<file path="config.mk">
export PLATFORM = sky130hd
export DESIGN_NAME = rsd_post
export DESIGN_NICKNAME = d
export VERILOG_FILES = /design/src/hw/rtl/rsd_pkg.sv /design/src/hw/rtl/rsd_post.sv
export SDC_FILE = /design/constraint.sdc
export NUM_CORES = 1
export LEC_CHECK = 0
export ABC_AREA = 0
export BUFFER_PORTS_ARGS = -buffer_cell sky130_fd_sc_hd__buf_2
export CORE_AREA = 8 8 149 151
export DETAILED_ROUTE_END_ITERATION = 16
export DIE_AREA = 0 0 157 159
export GPL_TIMING_DRIVEN = 0
export PLACE_DENSITY = 0.73
export SKIP_CTS_REPAIR_TIMING = 1
export SLEW_MARGIN = 20
export SYNTH_ARGS = -nofsm -noshare
export SYNTH_HDL_FRONTEND = slang
export SYNTH_SLANG_ARGS = --single-unit
</file>
<file path="constraint.sdc">
create_clock -name clk -period 8.2 [get_ports clk]
set_input_delay 2.46 -clock clk [delete_from_list [all_inputs] [get_ports clk]]
set_output_delay 2.46 -clock clk [all_outputs]
set_load 0.01 [all_outputs]
</file>
<file path="src/hw/rtl/rsd_pkg.sv">
// Shared types, sizes and a helper function for the signed restoring divider.
package rsd_pkg;

  localparam int DATA_WIDTH = 64;
  localparam int FIELD_W    = 64;

  typedef logic [DATA_WIDTH-1:0] word_t;

  typedef struct packed {
    logic signed [FIELD_W-1:0] dividend;
    logic signed [FIELD_W-1:0] divisor;
  } in_t;

  typedef struct packed {
    logic signed [FIELD_W-1:0] quotient;
    logic signed [FIELD_W-1:0] remainder;
    logic                      divide_by_zero;
  } out_t;

  // State carried from cell to cell along the divider chain.
  typedef struct packed {
    word_t num;     // dividend magnitude, next bit to use sits at the top
    word_t den;     // divisor magnitude
    word_t rem;     // partial remainder
    word_t quo;     // quotient bits gathered so far
    logic  neg_q;
    logic  neg_r;
    logic  dbz;
  } stage_t;

  function automatic word_t negate(word_t v);
    return word_t'(~v + word_t'(1));
  endfunction

endpackage

</file>
<file path="src/hw/rtl/rsd_post.sv">
// Exit stage: applies result signs, handles a zero divisor, holds the output register.
module rsd_post (
  input  logic            clk,
  input  logic            rst_n,
  input  logic            in_valid,
  output logic            in_ready,
  input  rsd_pkg::stage_t in_stage,
  output logic            out_valid,
  input  logic            out_ready,
  output rsd_pkg::out_t   out_data
);
  import rsd_pkg::*;

  logic  valid_r;
  out_t  data_r;
  out_t  data_nxt;
  word_t q;
  word_t r;

  always_comb begin
    q = in_stage.neg_q ? negate(in_stage.quo) : in_stage.quo;
    r = in_stage.neg_r ? negate(in_stage.rem) : in_stage.rem;
    if (in_stage.dbz) begin
      q = '0;
      r = '0;
    end
    data_nxt.quotient       = FIELD_W'($signed(q));
    data_nxt.remainder      = FIELD_W'($signed(r));
    data_nxt.divide_by_zero = in_stage.dbz;
  end

  assign in_ready  = !valid_r || out_ready;
  assign out_valid = valid_r;
  assign out_data  = data_r;

  always_ff @(posedge clk) begin
    if (!rst_n) begin
      valid_r <= 1'b0;
    end else if (in_ready) begin
      valid_r <= in_valid;
    end
  end

  always_ff @(posedge clk) begin
    if (in_valid && in_ready) begin
      data_r <= data_nxt;
    end
  end

endmodule

</file>
==> impl_metrics.toml <==
[run_status]
status = "complete, no violations"

[yosys]
synth_area_sq_um = 8280
synthTopCellsByCount = "edfxtp_1 (129), nor2_1 (126), xor2_1 (76)"
synth_top_area_cell = "edfxtp_1"
synth_edf_count = 129
synth.avg_cell_area_sq_um = 9.70
synth_seq_cells = 130
synth_nets = 1118
syn_inst = 853
yosysWarnings = 0
synth_top_area_share_pct = 46.8
ys_types = 52
async_reset_ff_share_pct = 0
synthFlopType = "edfxtp_1"
yosysMostFrequentCell = "edfxtp_1"
netlist_top_cells_area = "edfxtp_1 (47%), xor2_1 (8.0%), nor2_1 (5.7%), o41ai_1 (3.5%), nor3_1 (2.6%)"
ys_seq_area_share_pct = 47.0

[finish]
syn_to_final_growth_pct = 27.6
drive_gt1_share_pct = 29.2
layout.nets = 1402
finalNonFillerCells = 1422

[timing]
maxSlewViolCount = 0
slew_headroom_pct = 33.2
setup_tns_ns = 0
skew_ns = 0.0138
hold_violations = 0
rsz0062_at_grt = "false"
period_minus_slack_ns = 5.33
post-route-period-util_pct = 65.0
fmax_mhz = 188
setup-violations-final = 0
tightest_slew_ns = 0.994

[grt]
antenna_found_initial = 5
track_usage_pct = 22.1
grt_start_max_net_pins = 50
grt_first_pass_wirelength_mm = 43.0
grt_overflow = 0
grt_pass1_vias = 7630

[drt]
first_iter_violations = 768
drtAntennaViolNets = 0
viasPerCell = 5.73
vias = 8144
dr.pass1.iters = 5
routed_wl_mm = 28.5
drc = 0
wl_per_cell_microns = 20.1

[min_path]
worstHoldStart = "out_valid"
hold_end = "out_valid"
hold_path_depth = 2
hp-class = "reg -> reg"

[clock_network]
ctsLongestPathBuffers = 2
path_clk_slew_ns = 0.07
cts_root_buffer = "clkbuf_16"
htreeDepth = 4
clk_latency_ns = 0.42
clock-sinks = 130
cts_tree = "done"
numCtsBuffers = 17

[die]
die_x_microns = 157
num_rows = 52
die_h_microns = 159
start_util_pct = 41.7
dieArea_sq_um = 25000
io_pins = 394
core_sq_um = 19800

[placement]
gp_congestion = 0.916
placed_cells = 1388
hpwlAfterDp_mm = 21.8
port_buffers = 263

[power]
p_per_area_nw_per_um2 = 178
irDropWorstVdd_uv = 124
total_leakage_power_nw = 4.09

[worst_setup_path]
reg2regPathDepth = 3
end_kind = "flop"
critPathKind = "in -> reg"
critPathRequiredTime_ns = 8.37
crit_arrival_ns = 5.50
start_kind = "input pin"
cp_max_fo = 10
r2r-start = "out_valid"
regToRegSetupSlack_ns = 6.63
timing.rr.end = "out_data[24]"

[flow_run]
maxCapViolCount = 0
how the worst max path moves through the flow:
stage | startpoint | endpoint | slack [ns] | cells past startpoint
after detailed placement | in_stage[73] | out_data[52] | 2.64 | 6
after global routing | in_stage[73] | out_data[40] | 2.70 | 6
after CTS | out_ready | in_ready | 2.88 | 3
after floorplan | out_ready | out_data[0] | 2.06 | 2
final | in_stage[73] | out_data[40] | 2.87 | 6
after global placement | out_ready | out_data[28] | 0.90 | 3
power breakdown:
part	leakage [nW]	switching, mW	total (mW)	internal [mW]
combinational	2.52	0.204	0.326	0.123
clock	0.278	0.322	0.748	0.426
sequential	1.29	0.0135	0.808	0.795
total	4.09	0.539	1.88	1.34
critical path: stages:
cell and delay, ns:
buf_2 0.12, nor4_1 0.83, nand4_1 0.62, nor4_2 0.95, a21oi_1 0.17, mux2_2 0.33
flip-flops by register name (all words and copies together), names as in the netlist:
signal,flops
out_data,129
out_valid,1
placed cells by master, fill, tap and decap left out, types with 16 or more instances in the layout:
cell       instances
buf_2            264
edfxtp_1         129
nor2_1           126
xor2_1            76
clkbuf_1          53
nand2_1           50
nor3_1            43
o41ai_1           33
o21ai_0           28
o31ai_1           27
a21oi_1           26
nor4_1            24
nand3_1           21
or3_1             19
or4_1             18
clkbuf_16         17
nand4_1           16
layout make-up:
cell class                      instances  area [sq um]
Buffer                                 56           219
Inverter                               14          52.6
Sequential cell                       130          3890
Tap cell                              270           338
Timing Repair Buffer                  265          1360
Fill cell                            1802          9280
Multi-Input combinational cell        653          4120
Clock buffer                           17           425
Antenna cell                            2          5.00
Clock inverter                         15           145
metal layers:
metal	part of all wire [%]	up-vias	track usage, %	wire length [microns]
met2	42	425	31.9	12100
li1	-	3825	-	-
met1	45	3853	31.1	12800
met3	11	35	6.38	3200
met5	0.12	-	0	34
met4	1.4	6	7.30	389
logic make-up (layout without fill, tap and decap cells):
kind of cell	Yosys count	in the layout	share of synthesized area, %
AND/OR/NAND/NOR	397	397	25.1
AO/OA/AOI/OAI	148	148	12.4
flip-flops	130	130	47.0
XOR/XNOR	78	78	8.25
buffers and inverters	70	367	3.28
multiplexers	28	28	3.61
adder cells (fa/ha/maj)	2	2	0.302
other	0	2	0
stage by stage:
step | area [sq um] | setup WS [ns] | util (%) | power, mW | hold slack (ns)
3_5_place_dp | 9990 | 2.64 | 50.3 | 1.15 | 0.522
4_1_cts | 10600 | 2.88 | 53.2 | 1.89 | 0.532
3_3_place_gp | 9930 | 0.901 | 50.0 | 1.14 | 0.503
5_1_grt | 10600 | 2.70 | 53.2 | 1.95 | 0.584
6_report | 10600 | 2.87 | 53.2 | 1.88 | 0.532
2_1_floorplan | 8280 | 2.06 | - | 0.990 | 0.610
Power figures use the tool's default switching activity.
