<file path="src/hw/rtl/rsd_pkg.sv">
// Shared types, sizes and a helper function for the signed restoring divider.
package rsd_pkg;

  localparam int DATA_WIDTH = 64;
  localparam int FIELD_W    = 64;

  typedef logic [DATA_WIDTH-1:0] word_t;

  typedef struct packed {
    logic signed [FIELD_W-1:0] dividend;
    logic signed [FIELD_W-1:0] divisor;
  } in_t;

  typedef struct packed {
    logic signed [FIELD_W-1:0] quotient;
    logic signed [FIELD_W-1:0] remainder;
    logic                      divide_by_zero;
  } out_t;

  // State carried from cell to cell along the divider chain.
  typedef struct packed {
    word_t num;     // dividend magnitude, next bit to use sits at the top
    word_t den;     // divisor magnitude
    word_t rem;     // partial remainder
    word_t quo;     // quotient bits gathered so far
    logic  neg_q;
    logic  neg_r;
    logic  dbz;
  } stage_t;

  function automatic word_t negate(word_t v);
    return word_t'(~v + word_t'(1));
  endfunction

endpackage

</file>
<file path="src/hw/rtl/rsd_cell.sv">
// One divider cell: shifts in a dividend bit and subtracts the divisor if it fits.
module rsd_cell (
  input  logic            clk,
  input  logic            rst_n,
  input  logic            in_valid,
  output logic            in_ready,
  input  rsd_pkg::stage_t in_stage,
  output logic            out_valid,
  input  logic            out_ready,
  output rsd_pkg::stage_t out_stage
);
  import rsd_pkg::*;

  logic                valid_r;
  stage_t              stage_r;
  stage_t              stage_nxt;
  logic [DATA_WIDTH:0] trial;
  logic [DATA_WIDTH:0] diff;
  logic                fits;

  always_comb begin
    trial = {in_stage.rem, in_stage.num[DATA_WIDTH-1]};
    diff  = trial - {1'b0, in_stage.den};
    fits  = !diff[DATA_WIDTH];
    stage_nxt     = in_stage;
    stage_nxt.num = {in_stage.num[DATA_WIDTH-2:0], 1'b0};
    stage_nxt.rem = fits ? diff[DATA_WIDTH-1:0] : trial[DATA_WIDTH-1:0];
    stage_nxt.quo = {in_stage.quo[DATA_WIDTH-2:0], fits};
  end

  assign in_ready  = !valid_r || out_ready;
  assign out_valid = valid_r;
  assign out_stage = stage_r;

  always_ff @(posedge clk) begin
    if (!rst_n) begin
      valid_r <= 1'b0;
    end else if (in_ready) begin
      valid_r <= in_valid;
    end
  end

  always_ff @(posedge clk) begin
    if (in_valid && in_ready) begin
      stage_r <= stage_nxt;
    end
  end

endmodule

</file>
<file path="config.mk">
export PLATFORM = sky130hd
export DESIGN_NAME = rsd_cell
export DESIGN_NICKNAME = d
export VERILOG_FILES = /design/src/hw/rtl/rsd_pkg.sv /design/src/hw/rtl/rsd_cell.sv
export SDC_FILE = /design/constraint.sdc
export NUM_CORES = 1
export LEC_CHECK = 0
export BUFFER_PORTS_ARGS = -buffer_cell sky130_fd_sc_hd__buf_2
export CAP_MARGIN = 20
export CORE_AREA = 2 2 203 205
export DETAILED_ROUTE_END_ITERATION = 10
export DIE_AREA = 0 0 205 207
export PLACE_DENSITY = 0.6
export SYNTH_ARGS = -nofsm -noshare
export SYNTH_HDL_FRONTEND = slang
export SYNTH_SLANG_ARGS = --single-unit
</file>
<file path="constraint.sdc">
create_clock -name clk -period 10.2 [get_ports clk]
set_input_delay 2.04 -clock clk [delete_from_list [all_inputs] [get_ports clk]]
set_output_delay 2.04 -clock clk [all_outputs]
set_load 0.03 [all_outputs]
</file>
==> impl_metrics.py <==
metrics = {
    "synthesis": {
        "syn_area_per_cell_um2": 13.2,
        "netlist_instances": 981,
        "synth_warnings": 0,
        "ys_top_cells_by_area": "edfxtp_1 (60%), mux2_4 (6.8%), ha_1 (6.2%)",
        "synth_fp_nets": 1309,
        "ys_ff_latch": 259,
        "seq_area_frac_synth_pct": 60.0,
        "synthFlopType": "edfxtp_1",
        "synthTopCellsByCount": "edfxtp_1 (258), inv_1 (82), a21oi_1 (79)",
        "synth_edf_count": 258,
        "synth_top_cell_by_area": "edfxtp_1",
        "yosysTopAreaCellShare_pct": 59.8,
        "synth_cell_types": 62,
        "async_reset_ff_share_pct": 0,
        "syn_area_um2": 13000,
        "synth.most_common_cell": "edfxtp_1",
    },
    "critical_path": {
        "cp_max_fo": 32,
        "slowest_stage": "buf_4",
        "path_cells": "buf_2, ha_1, fa_1, nor2b_1, o211ai_1, a31o_2, o21ai_1, a41oi_2, a21o_1, a21oi_2, o21ba_2, nor3_4, inv_4, buf_4, mux2_4",
        "crit_buf_inv": 3,
        "start_kind": "primary input",
        "cp_data_required_time_ps": 10530,
        "reg2reg_depth": 3,
        "path_class": "in2reg",
        "worstSetupEndpointType": "flop",
        "crit_family": "compound AO/OA/AOI/OAI gates",
        "max_stage_delay_ps": 630,
        "reg2reg_to": "out_stage[71]",
        "timing.rr.start": "out_valid",
        "r2r_slack_ps": 8240,
        "critical_path_arrival_ps": 6280,
    },
    "route": {
        "drt.antenna.violating_nets": 0,
        "drtIter0Drc": 579,
        "first_pass_iters": 5,
        "wirelength_mm": 42.0,
        "vias": 10100,
        "wl_per_cell_um": 20.4,
        "drc_errors": 0,
        "viasPerCell": 4.92,
    },
    "cts": {
        "cts_hold_buf": 0,
        "numCtsBuffers": 30,
        "cts_tree": "yes",
        "cts_buffer_depth": 3,
        "clk_pin_slew_ps": 60,
        "cts_setup_buffers": 0,
        "root_buffer": "clkbuf_16",
        "clk_latency_ps": 570,
        "ctsHtreeMaxLevel": 1,
        "post_cts_resized": 0,
        "clkSinkCount": 259,
    },
    "placed_design": {
        "portBuffers": 521,
        "gp_congestion": 0.880,
        "dp.cells": 1997,
        "place_hpwl_mm": 33.5,
    },
    "min_path": {
        "min-delay-start": "out_valid",
        "min_path_cells": 2,
        "hold_class": "reg2reg",
        "worstHoldEndpoint": "out_valid",
    },
    "sta": {
        "min_period_ps": 5950,
        "slew_headroom_pct": 33.6,
        "grt_setup_unrepaired": "no",
        "post-route-period-util_pct": 58.3,
        "drv_slew": 0,
        "finalSetupTns_ps": 0,
        "finalClockSkew_ps": 9.83,
        "finalHoldViolations": 0,
        "worst_pin_slew_ps": 995,
        "setup_viol": 0,
        "max_freq_mhz": 168,
    },
    "floorplanning": {
        "die_area_um2": 42400,
        "initial_utilization_pct": 32.1,
        "rows": 74,
        "die_y_um": 207,
        "fp.dieW_um": 205,
        "coreArea_um2": 40400,
        "io_pins": 524,
    },
    "global_routing": {
        "grt_use_met1_pct": 22.3,
        "top_usage_layer": "met2",
        "track_usage_pct": 18.8,
        "grt_use_met3_pct": 5.68,
        "grt_overflow": 0,
        "grt_pass1_wl_mm": 60.8,
        "grt_max_degree": 174,
        "antenna_found_initial": 12,
        "grt_pass1_vias": 9971,
        "grt_use_met2_pct": 32.7,
    },
    "pwr": {
        "peakVddDrop_mv": 0.204,
        "powerDensity_nw_per_um2": 186,
        "power.leakage_uw": 0.00762,
    },
    "finish": {
        "nFillCells": 3870,
        "syn_to_final_growth_pct": 32.1,
        "ff_latch_area_um2": 7770,
        "fin_nets": 1825,
        "multi_input_area_um2": 4670,
        "stdcell_count": 2056,
        "final_layout_size_suffix_gt1_share_pct": 42.7,
    },
    "job": {
        "drv_cap": 0,
    },
    "run_status": {
        "status": "finished, final reports clean",
    },
}
[where the power goes]
part	leakage, uW	internal, uW	switching (uW)	total [uW]
Sequential	0.00250	1280	18.8	1300
Clock	0.000503	669	458	1130
Combinational	0.00461	279	470	750
Total	0.00762	2230	947	3180
[registers in the layout, summed over array words and instances, names as in the netlist]
name and count:
out_stage 258, out_valid 1
[worst max-delay path by stage]
| stage | cells past startpoint | to | slack, ps | start |
|---|---|---|---|---|
| 2_1_floorplan | 2 | out_stage[0] | 1280 | out_ready |
| 3_3_place_gp | 15 | out_stage[91] | 3550 | in_stage[131] |
| 3_5_place_dp | 15 | out_stage[100] | 3530 | in_stage[138] |
| 4_1_cts | 16 | out_stage[91] | 4140 | in_stage[258] |
| 5_1_grt | 16 | out_stage[90] | 3980 | in_stage[258] |
| 6_report | 15 | out_stage[97] | 4250 | in_stage[131] |
[routing by layer]
metal / vias to the layer above / share of wire, %
met2: 441 / 50
met1: 4870 / 39
met5: - / 0.21
li1: 4725 / -
met4: 14 / 2.9
met3: 66 / 8.8
[kinds of logic after synthesis]
logic type / synth area share (%)
flops: 60.0
compound gates: 11.6
simple gates: 6.70
buf+inv: 4.04
fa+ha+maj: 6.34
mux: 7.33
xor+xnor: 4.06
other cells: 0.0289
[cells in the final DEF, fill, tap and decap left out, types with 3 or more instances in the layout]
| cell | count |
|---|---|
| nand2b_1 | 6 |
| ha_1 | 64 |
| a21boi_0 | 3 |
| xnor2_1 | 34 |
| nand4_1 | 19 |
| mux2_2 | 3 |
| a31oi_1 | 13 |
| or3_1 | 4 |
| a21o_1 | 31 |
| clkbuf_16 | 30 |
| clkinv_2 | 8 |
| o21bai_1 | 10 |
| o21ai_1 | 3 |
| o211ai_1 | 5 |
| edfxtp_1 | 258 |
| o21ai_0 | 39 |
| a22oi_1 | 3 |
| diode_2 | 4 |
| mux2i_1 | 3 |
| inv_1 | 82 |
| bufinv_16 | 5 |
| clkinvlp_4 | 4 |
| buf_2 | 521 |
| a211oi_1 | 11 |
| nand3_1 | 15 |
| a21oi_1 | 79 |
| nor4_1 | 4 |
| xor2_1 | 26 |
| mux2_4 | 59 |
| or4_1 | 3 |
| o21a_1 | 6 |
| and3_1 | 9 |
| nand2_1 | 55 |
| clkinv_1 | 3 |
| nor3_1 | 15 |
| o221ai_1 | 3 |
| nor2_1 | 29 |
| o31ai_1 | 4 |
| nor2b_1 | 7 |
[final cells by class]
cell class                      count  share of cell area [%]
Antenna cell                        4                  0.0585
Timing Repair Buffer              524                    15.4
Tap cell                          532                    3.89
Clock inverter                     24                    1.68
Clock buffer                       31                    4.41
Inverter                           83                    1.84
Sequential cell                   259                    45.4
Multi-Input combinational cell    599                    27.3
[through the flow]
| stage | instance area [um2] | setup slack (ps) | hold slack, ps | utilization [%] | power (uW) |
|---|---|---|---|---|---|
| 2_1_floorplan | 13000 | 1280 | 885 | - | 1850 |
| 6_report | 17100 | 4250 | 578 | 42.4 | 3180 |
| 3_5_place_dp | 16100 | 3530 | 572 | 39.8 | 2070 |
| 3_3_place_gp | 16100 | 3550 | 526 | 39.8 | 2070 |
| 5_1_grt | 17100 | 3980 | 596 | 42.4 | 3310 |
| 4_1_cts | 17100 | 4140 | 584 | 42.4 | 3220 |
[worst min-delay path, delay by kind of cell, from the launching register on]
family           cells  cell delay (ps)
flip-flops           1              310
AND/OR/NAND/NOR      1              110
AO/OA/AOI/OAI        1              110
No activity file was read; power rests on OpenSTA's default activity.
