==> src/hw/rtl/rsd_pkg.sv <==
// Shared types, sizes and a helper function for the signed restoring divider.
package rsd_pkg;

  localparam int DATA_WIDTH = 64;
  localparam int FIELD_W    = 64;

  typedef logic [DATA_WIDTH-1:0] word_t;

  typedef struct packed {
    logic signed [FIELD_W-1:0] dividend;
    logic signed [FIELD_W-1:0] divisor;
  } in_t;

  typedef struct packed {
    logic signed [FIELD_W-1:0] quotient;
    logic signed [FIELD_W-1:0] remainder;
    logic                      divide_by_zero;
  } out_t;

  // State carried from cell to cell along the divider chain.
  typedef struct packed {
    word_t num;     // dividend magnitude, next bit to use sits at the top
    word_t den;     // divisor magnitude
    word_t rem;     // partial remainder
    word_t quo;     // quotient bits gathered so far
    logic  neg_q;
    logic  neg_r;
    logic  dbz;
  } stage_t;

  function automatic word_t negate(word_t v);
    return word_t'(~v + word_t'(1));
  endfunction

endpackage

==> src/hw/rtl/rsd_prep.sv <==
// Entry stage: finds operand magnitudes and signs and registers them.
module rsd_prep (
  input  logic           clk,
  input  logic           rst_n,
  input  logic           in_valid,
  output logic           in_ready,
  input  rsd_pkg::in_t   in_data,
  output logic           out_valid,
  input  logic           out_ready,
  output rsd_pkg::stage_t out_stage
);
  import rsd_pkg::*;

  logic   valid_r;
  stage_t stage_r;
  stage_t stage_nxt;
  word_t  a;
  word_t  b;
  logic   neg_a;
  logic   neg_b;

  always_comb begin
    a     = in_data.dividend[DATA_WIDTH-1:0];
    b     = in_data.divisor[DATA_WIDTH-1:0];
    neg_a = a[DATA_WIDTH-1];
    neg_b = b[DATA_WIDTH-1];
    stage_nxt.num   = neg_a ? negate(a) : a;
    stage_nxt.den   = neg_b ? negate(b) : b;
    stage_nxt.rem   = '0;
    stage_nxt.quo   = '0;
    stage_nxt.neg_q = neg_a ^ neg_b;
    stage_nxt.neg_r = neg_a;
    stage_nxt.dbz   = (b == '0);
  end

  assign in_ready  = !valid_r || out_ready;
  assign out_valid = valid_r;
  assign out_stage = stage_r;

  always_ff @(posedge clk) begin
    if (!rst_n) begin
      valid_r <= 1'b0;
    end else if (in_ready) begin
      valid_r <= in_valid;
    end
  end

  always_ff @(posedge clk) begin
    if (in_valid && in_ready) begin
      stage_r <= stage_nxt;
    end
  end

endmodule

==> config.mk <==
export PLATFORM = sky130hd
export DESIGN_NAME = rsd_prep
export DESIGN_NICKNAME = d
export VERILOG_FILES = /design/src/hw/rtl/rsd_pkg.sv /design/src/hw/rtl/rsd_prep.sv
export SDC_FILE = /design/constraint.sdc
export NUM_CORES = 1
export LEC_CHECK = 0
export BUFFER_PORTS_ARGS = -buffer_cell sky130_fd_sc_hd__buf_2
export CAP_MARGIN = 20
export CORE_AREA = 2 2 153 155
export CTS_CLUSTER_DIAMETER = 50
export DETAILED_ROUTE_END_ITERATION = 10
export DIE_AREA = 0 0 155 157
export PLACE_DENSITY = 0.75
export SLEW_MARGIN = 20
export SYNTH_ARGS = -nofsm -noshare
export SYNTH_HDL_FRONTEND = slang
export SYNTH_SLANG_ARGS = --single-unit
export TNS_END_PERCENT = 100
==> constraint.sdc <==
create_clock -name clk -period 10.05 [get_ports clk]
set_input_delay 1.005 -clock clk [delete_from_list [all_inputs] [get_ports clk]]
set_output_delay 1.005 -clock clk [all_outputs]
set_load 0.03 [all_outputs]
==> out/metrics.cfg, run 1 <==
[status]
outcome=finished, final reports clean

[detailed_routing]
ant_nets=0
post-route-drc-count=0
wl_per_cell_um=16.2
first_pass_iters=5
drt_iter0_markers=441
totalWireLength_um=20100
vias=5918
vias_per_cell=4.78

[die]
core-area_um2=22500
die_w_um=155
row_count=55
die_h_um=157
initial_core_util=0.351
io_pins=393
die_area_um2=24300

[power]
p_sw_frac=0.311
clkPwrFrac=0.389
pwr-share-seq=0.405
p_int_mw=1.15
powerDensity_nw_per_um2=173
p_leak_nw=3.75
switching_power_mw=0.518
p_comb_frac=0.206
power.total_mw=1.67
worst_ir_drop_vdd_mv=0.0938

[clock_tree]
clockBufferDepth=2
insertion_delay_ns=0.42
cts_setup_buffers=0
tritoncts=done
cts_num_sinks=132
cts_resized=0
cts.clk_slew.worst_paths_ns=0.07
clock-root-buffer=clkbuf_16
cts_buffers=17
postCtsHoldBufs=0
htreeDepth=4

[final_layout]
drive_gt1_frac=0.351
multiInputGateArea_um2=3370
seqCellArea_um2=3950
nFillCells=2183
area_growth_pct=22.2
stdcell_area_um2=9660
layout_common_cells=262 x buf_2, 131 x edfxtp_1, 128 x conb_1, 122 x xnor2_1, 41 x o31ai_1
layout_commonest_cell=buf_2
fin_cells=1239
fin_nets=1072

[global_route]
groute.usage.overall=0.152
overflow=0
grt_pass1_wl_um=28800
grt_max_degree=73
grt_pass1_vias=5404
antenna_found_initial=4

[setup_path]
crit_chain=buf_2 > inv_1 > ha_1 > or4b_2 > nor2_1 > nand3_2 > o41ai_1 > xnor2_1
crit_arrival_ns=3.28
worst-path-buf-inv=2
cp_top_family=simple AND/OR/NAND/NOR gates
cp.required_ns=10.21
end_kind=flip-flop
crit_fanout=19
slowest_stage=or4b_2
max_stage_delay_ns=0.66
start_kind=input port
critPathKind=in -> reg

[timing]
fmax_mhz=321
rsz0062_at_grt=no
setup_viol=0
post-route-min-period_ns=3.12
fin_crit_sh=0.310
maxSlewViolCount=0
hold_viol=0
tightest_slew_ns=0.991
skew_ns=0.0148
fin_tns_setup_ns=0
max_slew_margin=0.339

[logic_synthesis]
synth-simple-area-share=0.125
synth_top_cell_by_area=edfxtp_1
ys_top_cells_by_area=edfxtp_1 50%, xnor2_1 14%, buf_4 12%
muxShareOfSynthArea=0
avgSynthCellArea_um2=11.8
netlist_instances=671
synth_top_family_by_area=XOR/XNOR gates
yosys.cell_types.count=42
synth_area_um2=7900
yosys.area.top_type_share=0.498
synthAdderAreaFrac=0.00317
synth_warnings=0
synth-seq-cells=132
synth_compound_area_frac=0.101
synth_xor_area_frac=0.136
seq_area_frac_synth=0.500

[placed_design]
port_buffers=264
globalplace.congestion=0.873
place.detailed.hpwl_um=15100
placed_cells=1204
post_dp_cell_area_um2=9040

[run]
max_cap_violations=0

[min_path]
hp-class=reg -> reg

[metal layers]
metal	track usage	part of all wire	wire length [µm]
met3	0.0297	0.069	1390
met1	0.190	0.41	8130
met5	0	0	0
met2	0.256	0.50	10000
met4	0.0679	0.026	528
[flip-flops by register name, indices dropped and copies added (netlist names)]
signal and count:
out_stage 131, out_valid 1
[path summary, 6_finish.rpt]
check / startpoint / end / slack, ns / cells past startpoint
worst max-delay path: in_data[0] / out_stage[155]$_DFFE_PP_ / 6.93 / 8
worst min-delay path: out_valid$_SDFFE_PN0N_ / out_valid$_SDFFE_PN0N_ / 0.56 / 2
worst max register to register: out_valid$_SDFFE_PN0N_ / out_stage[231]$_DFFE_PP_ / 7.62 / 3
worst min register to register: out_valid$_SDFFE_PN0N_ / out_valid$_SDFFE_PN0N_ / 0.56 / 2
[Yosys cell counts]
master and instances:
edfxtp_1 131, buf_4 128, xnor2_1 122, o31ai_1 41, o21ai_0 40, nand2_1 32
or4_1 23, o41ai_1 17, or3_1 16, clkbuf_1 15, or2_2 14, nor2_1 11
nor4_1 11, nand3_1 9, inv_1 8, nor3_1 8, o41ai_2 6, nand2b_1 5
nand3_2 3, nor4_2 3, nor4_4 3, ha_1 2, nand4_1 2, or4_4 2
or4b_2 2, a21boi_0 1, and2_1 1, and4b_1 1, buf_6 1, conb_1 1
dfxtp_1 1, nand3b_1 1, nand4_2 1, nand4b_1 1, nand4b_2 1, nor3b_1 1
o21ai_1 1, o41ai_4 1, or2_1 1, or3_4 1, or4bb_1 1, xor2_1 1
[metrics by stage]
stage / utilization / hold WS, ns / worst slack [ns]
after detailed placement: 0.402 / 0.560 / 6.48
after global routing: 0.429 / 0.624 / 6.77
after CTS: 0.428 / 0.572 / 6.93
final: 0.429 / 0.558 / 6.93
after floorplan: - / 0.885 / 5.16
after global placement: 0.402 / 0.560 / 6.59
[layout make-up]
| type | instances | share of cell area |
|---|---|---|
| diodes | 4 | 0.00104 |
| clock buffers | 17 | 0.0441 |
| clock inverters | 14 | 0.0183 |
| inverters | 8 | 0.00311 |
| multi-input cells | 514 | 0.349 |
| flip-flops and latches | 132 | 0.409 |
| well taps | 285 | 0.0369 |
| repair buffers | 265 | 0.138 |
[power groups by stage]
stage                     clock [mW]  sequential [mW]  combinational, mW
after global routing           0.683            0.679              0.363
after floorplan                    0            0.779              0.186
after global placement             0            0.687              0.337
final                          0.649            0.676              0.343
after CTS                      0.660            0.676              0.343
after detailed placement           0            0.687              0.342
[worst reg2reg max path, stage by stage (launching register included)]
cell and delay [ns]:
dfxtp_1 0.32, nand2b_1 0.11, and2_4 0.66, buf_4 0.84
[kinds of logic (layout without fill, tap and decap cells)]
kind of cell | Yosys count | in the layout
buffers and inverters | 152 | 304
AOI/OAI and AO/OA | 107 | 107
xor gates and xnor gates | 123 | 123
and+or+nand+nor | 154 | 154
other | 1 | 132
adders and majority gates | 2 | 2
DFF | 132 | 132
Note: power is estimated with default switching activity, not from simulation.
==> inputs of run 2 (changes only) <==
--- a/config.mk
+++ b/config.mk
@@ -5,13 +5,14 @@
 export SDC_FILE = /design/constraint.sdc
 export NUM_CORES = 1
 export LEC_CHECK = 0
+export ABC_AREA = 1
 export BUFFER_PORTS_ARGS = -buffer_cell sky130_fd_sc_hd__buf_2
 export CAP_MARGIN = 20
 export CORE_AREA = 2 2 153 155
 export CTS_CLUSTER_DIAMETER = 50
 export DETAILED_ROUTE_END_ITERATION = 10
 export DIE_AREA = 0 0 155 157
-export PLACE_DENSITY = 0.75
+export PLACE_DENSITY = 0.82
 export SLEW_MARGIN = 20
 export SYNTH_ARGS = -nofsm -noshare
 export SYNTH_HDL_FRONTEND = slang
==> constraint.sdc (replaced) <==
create_clock -name clk -period 3 [get_ports clk]
set_input_delay 0.3 -clock clk [delete_from_list [all_inputs] [get_ports clk]]
set_output_delay 0.3 -clock clk [all_outputs]
set_load 0.03 [all_outputs]
==> run 2 against run 1 <==
Critical path type unchanged. Clock power grew to 3.3 times the previous value. Critical endpoint is now out_stage[218]$_DFFE_PP_. Sequential share of layout area shrank 5.8 points. Highest routed layer is now met5. First-iteration DRC count is 94% higher.
==> out/metrics.cfg, run 2 <==
[detailed_routing]
ant_nets=0  ; unchanged
vias_per_cell=4.96  ; was 4.78
totalWireLength_um=30700  ; was 20100 µm
first_pass_iters=5  ; unchanged
vias=8910  ; was 5918
wl_per_cell_um=17.1  ; was 16.2 µm
drt_iter0_markers=855  ; was 441
post-route-drc-count=0  ; unchanged

[setup_path]
crit_chain=buf_2 > nor2_2 > nand2_1 > nor2_1 > nand2_1 > o21ai_0 > xor2_1  ; was buf_2 > inv_1 > ha_1 > or4b_2 > nor2_1 > nand3_2 > o41ai_1 > xnor2_1
crit_top_cell=nand2_1
r2r.worst_path.cells=2  ; was 3
end_kind=flip-flop  ; unchanged
worst-path-buf-inv=1  ; was 2
crit_arrival_ns=1.78  ; was 3.28 ns
crit_cells=7  ; was 8
slowest_stage=o21ai_0  ; was or4b_2
cp_top_family=simple AND/OR/NAND/NOR gates  ; unchanged
max_stage_delay_ns=0.45  ; was 0.66 ns
crit_fanout=3  ; was 19
critPathKind=in -> reg  ; unchanged
cp.required_ns=3.13  ; was 10.21 ns
start_kind=input port  ; unchanged

[placed_design]
place.detailed.hpwl_um=25100  ; was 15100 µm
pre_cts_ws_ns=0.983  ; was 6.48 ns
port_buffers=264  ; unchanged
globalplace.congestion=1.03  ; was 0.873

[logic_synthesis]
synth_edf_count=131  ; unchanged
ys.flop_type=edfxtp_1  ; unchanged
avgSynthCellArea_um2=7.76  ; was 11.8 µm²
seq_area_frac_synth=0.415  ; was 0.500
synth_area_um2=9520  ; was 7900 µm²
synth_warnings=0  ; unchanged
ys_top_cells_by_area=edfxtp_1 41%, nand2_1 14%, buf_4 10%  ; was edfxtp_1 50%, xnor2_1 14%, buf_4 12%
synth-async-reset-ratio=0  ; unchanged
synth_top_cell_by_area=edfxtp_1  ; unchanged
yosys.area.top_type_share=0.413  ; was 0.498
netlist_instances=1226  ; was 671
yosysMostFrequentCell=nand2_1  ; was edfxtp_1
synth-seq-cells=132  ; unchanged
yosys.cell_types.count=40  ; was 42
synth_common_cells=347 x nand2_1, 196 x nor2_1, 131 x edfxtp_1, 130 x buf_4, 104 x inv_1  ; was 131 x edfxtp_1, 128 x buf_4, 122 x xnor2_1, 41 x o31ai_1, 40 x o21ai_0

[die]
die_area_um2=24300  ; unchanged
die_h_um=157  ; unchanged
core-area_um2=22500  ; unchanged
initial_core_util=0.423  ; was 0.351
row_count=55  ; unchanged
die_w_um=155  ; unchanged
io_pins=393  ; unchanged

[final_layout]
final_util=0.501  ; was 0.429
largest_reg_flops=131  ; unchanged
area_growth_pct=18.4  ; was 22.2%
fin_nets=1629  ; was 1072
drive_gt1_frac=0.239  ; was 0.351
layout_common_cells=347 x nand2_1, 264 x buf_2, 196 x nor2_1, 131 x edfxtp_1, 128 x conb_1  ; was 262 x buf_2, 131 x edfxtp_1, 128 x conb_1, 122 x xnor2_1, 41 x o31ai_1
layout_commonest_cell=nand2_1  ; was buf_2

[status]
outcome=finished, final reports clean  ; unchanged

[timing]
maxSlewViolCount=0  ; unchanged
skew_ns=0.00784  ; was 0.0148 ns
fin_crit_sh=0.550
fmax_mhz=606
fin_tns_setup_ns=0  ; unchanged
setup_viol=0  ; unchanged
max_slew_margin=0.507  ; was 0.339
tightest_slew_ns=0.739  ; was 0.991 ns
post-route-min-period_ns=1.65
hold_viol=0  ; unchanged
fin_ws_ns=1.35  ; was 6.93 ns
rsz0062_at_grt=no  ; unchanged

[clock_tree]
cts_setup_buffers=0  ; unchanged
cts_num_sinks=132  ; unchanged
insertion_delay_ns=0.42  ; about the same
cts_buffers=17  ; unchanged
clockBufferDepth=2  ; unchanged
cts.clk_slew.worst_paths_ns=0.06  ; was 0.07 ns
clock-root-buffer=clkbuf_16  ; unchanged
htreeDepth=4  ; unchanged
postCtsHoldBufs=0  ; unchanged
tritoncts=done  ; unchanged
cts_resized=0  ; unchanged

[min_path]
hold_depth=1  ; was 2
hp-class=in -> reg  ; was reg -> reg

[power]
worst_ir_drop_vdd_mv=0.341  ; was 0.0938 mV
p_int_mw=3.75  ; was 1.15 mW
p_comb_frac=0.231  ; was 0.206
switching_power_mw=1.92  ; was 0.518 mW
clkPwrFrac=0.372  ; was 0.389
pwr-share-seq=0.397  ; was 0.405
p_leak_nw=5.20  ; was 3.75 nW
p_sw_frac=0.339  ; was 0.311
powerDensity_nw_per_um2=503  ; was 173 nW/µm²

[global_route]
groute.usage.overall=0.244  ; was 0.152
antenna_found_initial=2  ; was 4
grt_pass1_wl_um=44400  ; was 28800 µm
grt_pass1_vias=7984  ; was 5404
overflow=0  ; unchanged
grt_max_degree=132  ; was 73

[run]
max_cap_violations=0  ; unchanged

==> run 2: power groups by stage <==
stage | clock (mW) | sequential, mW | combinational (mW)
2_1_floorplan | 0 | 2.57 | 0.730
3_3_place_gp | 0 | 2.29 | 1.28
3_5_place_dp | 0 | 2.30 | 1.29
4_1_cts | 2.14 | 2.26 | 1.30
5_1_grt | 2.21 | 2.26 | 1.40
6_report | 2.11 | 2.25 | 1.31
==> run 2: through the flow <==
stage	hold slack (ns)	instance area, µm²	power [mW]	instances
2_1_floorplan	0.399	10000	3.30	1353
3_3_place_gp	0.494	10700	3.57	1761
3_5_place_dp	0.500	10700	3.59	1761
4_1_cts	0.0538	11300	5.69	1793
5_1_grt	0.0595	11300	5.87	1795
6_report	0.0690	11300	5.68	1795
==> run 2: final timing paths <==
path                           from                        to  slack [ns]
min                     in_data[64]  out_stage[195]$_DFFE_PP_        0.07
max reg2reg  out_valid$_SDFFE_PN0N_  out_stage[243]$_DFFE_PP_        1.51
max                     in_data[80]  out_stage[218]$_DFFE_PP_        1.35
min reg2reg  out_valid$_SDFFE_PN0N_    out_valid$_SDFFE_PN0N_        0.53
==> run 2: area by class of cell <==
cell class / count / area (µm²)
multi-input cells: 972 / 4620
clock inverters: 14 / 153
clock buffers: 18 / 429
inverters: 104 / 390
repair buffers: 268 / 1360
well taps: 285 / 357
flip-flops and latches: 132 / 3960
diodes: 2 / 5.00
fillers: 2188 / 11200
==> run 2: per-layer routing <==
metal,part of all wire,global-route usage,up-vias
met4,0.037,0.114,2
met3,0.087,0.0490,63
met5,0.0023,0.0228,-
met2,0.46,0.392,519
li1,-,-,4245
met1,0.42,0.317,4081
==> run 2: cell families (layout without fill, tap and decap cells) <==
kind of cell | Yosys count | in the layout | share of synthesized area
fa+ha+maj | 2 | 2 | 0.00263
simple gates | 728 | 728 | 0.335
other cells | 1 | 130 | 0.000394
xor+xnor | 66 | 66 | 0.0615
flops | 132 | 132 | 0.415
buf+inv | 249 | 404 | 0.151
compound gates | 48 | 48 | 0.0339
==> run 2: worst reg2reg max path, delay by kind of cell, from the launching register on <==
| kind | cells | cell delay, ns |
|---|---|---|
| AO/OA/AOI/OAI | 1 | 0.14 |
| buffers and inverters | 1 | 0.55 |
| flip-flops | 1 | 0.35 |
==> inputs of run 3 (changes only) <==
==> constraint.sdc (replaced) <==
create_clock -name clk -period 1.6 [get_ports clk]
set_input_delay 0.16 -clock clk [delete_from_list [all_inputs] [get_ports clk]]
set_output_delay 0.16 -clock clk [all_outputs]
set_load 0.03 [all_outputs]
==> run 3 against run 2 <==
Sequential share of layout area shrank 2.1 points. Register-to-register slack lost 1.2 ns. Hold slack lost 0.036 ns. Total power grew 94%. Count of clock-buffer cells in the layout is the same. Via count grew 3.8%. Sequential cell count is the same. Global-route usage grew 0.94 points. Clock power grew 97%. Largest cell class unchanged. Highest routed layer is now met4.
==> out/metrics.cfg, run 3 (synthesis gave the netlist of run 2 again) <==
[clock_tree]
tritoncts=done  ; unchanged
cts.clk_slew.worst_paths_ns=0.06  ; about the same
cts_buffers=17  ; unchanged
clockBufferDepth=2  ; unchanged
htreeDepth=4  ; unchanged
clock-root-buffer=clkbuf_16  ; unchanged
insertion_delay_ns=0.42  ; about the same
cts_resized=0  ; unchanged
cts_num_sinks=132  ; unchanged

[power]
powerDensity_nw_per_um2=917  ; was 503 nW/µm²
power.total_mw=11.0  ; was 5.68 mW
p_leak_nw=5.63  ; was 5.20 nW
worst_ir_drop_vdd_mv=0.634  ; was 0.341 mV

[final_layout]
largest_reg_flops=131  ; unchanged
layout_commonest_cell=nand2_1  ; unchanged
drive_gt1_frac=0.277  ; was 0.239
area_growth_pct=26.0  ; was 18.4%
stdcell_area_um2=12000  ; was 11300 µm²
fin_nets=1711  ; was 1629
layout_common_cells=347 x nand2_1, 264 x buf_2, 196 x nor2_1, 131 x edfxtp_1, 128 x conb_1  ; unchanged

[global_route]
overflow=0  ; unchanged
grt_pass1_vias=8518  ; was 7984
grt_pass1_wl_um=46800  ; was 44400 µm
grt_max_degree=70  ; was 132
antenna_found_initial=1  ; was 2
groute.usage.overall=0.254  ; was 0.244

[timing]
fin_ws_ns=0.265  ; was 1.35 ns
post-route-min-period_ns=1.33
hold_viol=0  ; unchanged
maxSlewViolCount=0  ; unchanged
rsz0062_at_grt=no  ; unchanged
fmax_mhz=749
fin_crit_sh=0.834
skew_ns=0.00963  ; was 0.00784 ns
setup_viol=0  ; unchanged

[detailed_routing]
post-route-drc-count=0  ; unchanged
drt_iter0_markers=852  ; was 855
ant_nets=0  ; unchanged
wl_per_cell_um=17.1  ; about the same
vias=9247  ; was 8910
totalWireLength_um=32100  ; was 30700 µm
first_pass_iters=6  ; was 5
vias_per_cell=4.93  ; was 4.96

[setup_path]
cp.required_ns=1.78  ; was 3.13 ns
start_kind=input port  ; unchanged
crit_arrival_ns=1.51  ; was 1.78 ns
end_kind=flip-flop  ; unchanged
critPathKind=in -> reg  ; unchanged
crit_fanout=9  ; was 3

[die]
initial_core_util=0.423  ; unchanged
io_pins=393  ; unchanged
die_w_um=155  ; unchanged
core-area_um2=22500  ; unchanged
row_count=55  ; unchanged
die_area_um2=24300  ; unchanged
die_h_um=157  ; unchanged

[placed_design]
port_buffers=264  ; unchanged
globalplace.congestion=1.02  ; was 1.03
post_dp_cell_area_um2=11400  ; was 10700 µm²
place.detailed.hpwl_um=26700  ; was 25100 µm
pre_cts_ws_ns=-0.161  ; was 0.983 ns

[min_path]
hp-class=in -> reg  ; unchanged

[run]
max_cap_violations=0  ; unchanged

[status]
outcome=finished, final reports clean  ; unchanged

## run 3: metrics by stage
step / util / TNS, ns / cells / hold slack, ns
final: 0.533 / 0 / 1875 / 0.0335
after global routing: 0.533 / 0 / 1875 / 0.0415
after CTS: 0.533 / 0 / 1874 / 0.0203
after detailed placement: 0.505 / -4.54 / 1840 / 0.361
after global placement: 0.505 / -2.41 / 1840 / 0.356
after floorplan: - / -187.16 / 1353 / 0.259
## run 3: timing repair
item,4_1_cts,5_1_grt
buffers inserted,0,0
hold buffers,3,0
hold endpoints to repair,3,0
## run 3: layout make-up
cell class	count	area, µm²
Clock inverter	13	176
Multi-Input combinational cell	972	4620
Timing Repair Buffer	350	2060
Clock buffer	18	429
Sequential cell	132	3960
Inverter	104	390
Fill cell	2081	10500
Antenna cell	1	2.50
Tap cell	285	357
## run 3: per-layer routing
layer / vias up / GRT usage / share of wire
met2: 531 / 0.400 / 0.45
met5: - / 0 / 0
met3: 68 / 0.0454 / 0.085
li1: 4401 / - / -
met1: 4247 / 0.341 / 0.43
met4: 0 / 0.115 / 0.036
## run 3: critical path: stages
cell     delay (ns)
buf_2          0.09
inv_1          0.08
ha_1           0.20
nand2_1        0.12
nor2_4         0.27
nand4_1        0.15
nand2_2        0.21
o21ai_0        0.12
nand2_1        0.07
nand2_1        0.04
## run 3: report_power, final
group	total (mW)	internal [mW]	switching, mW
Combinational	2.63	0.702	1.92
Sequential	4.23	4.14	0.0819
Clock	4.15	2.48	1.67
Total	11.0	7.32	3.67
## run 3: final timing paths
path,startpoint,end,slack [ns],cells after the start
worst max-delay path,in_data[65],out_stage[227]$_DFFE_PP_,0.27,10
worst min-delay path,in_data[38],out_stage[169]$_DFFE_PP_,0.03,3
worst max register to register,out_valid$_SDFFE_PN0N_,out_stage[195]$_DFFE_PP_,0.31,2
worst min register to register,out_valid$_SDFFE_PN0N_,out_valid$_SDFFE_PN0N_,0.53,2
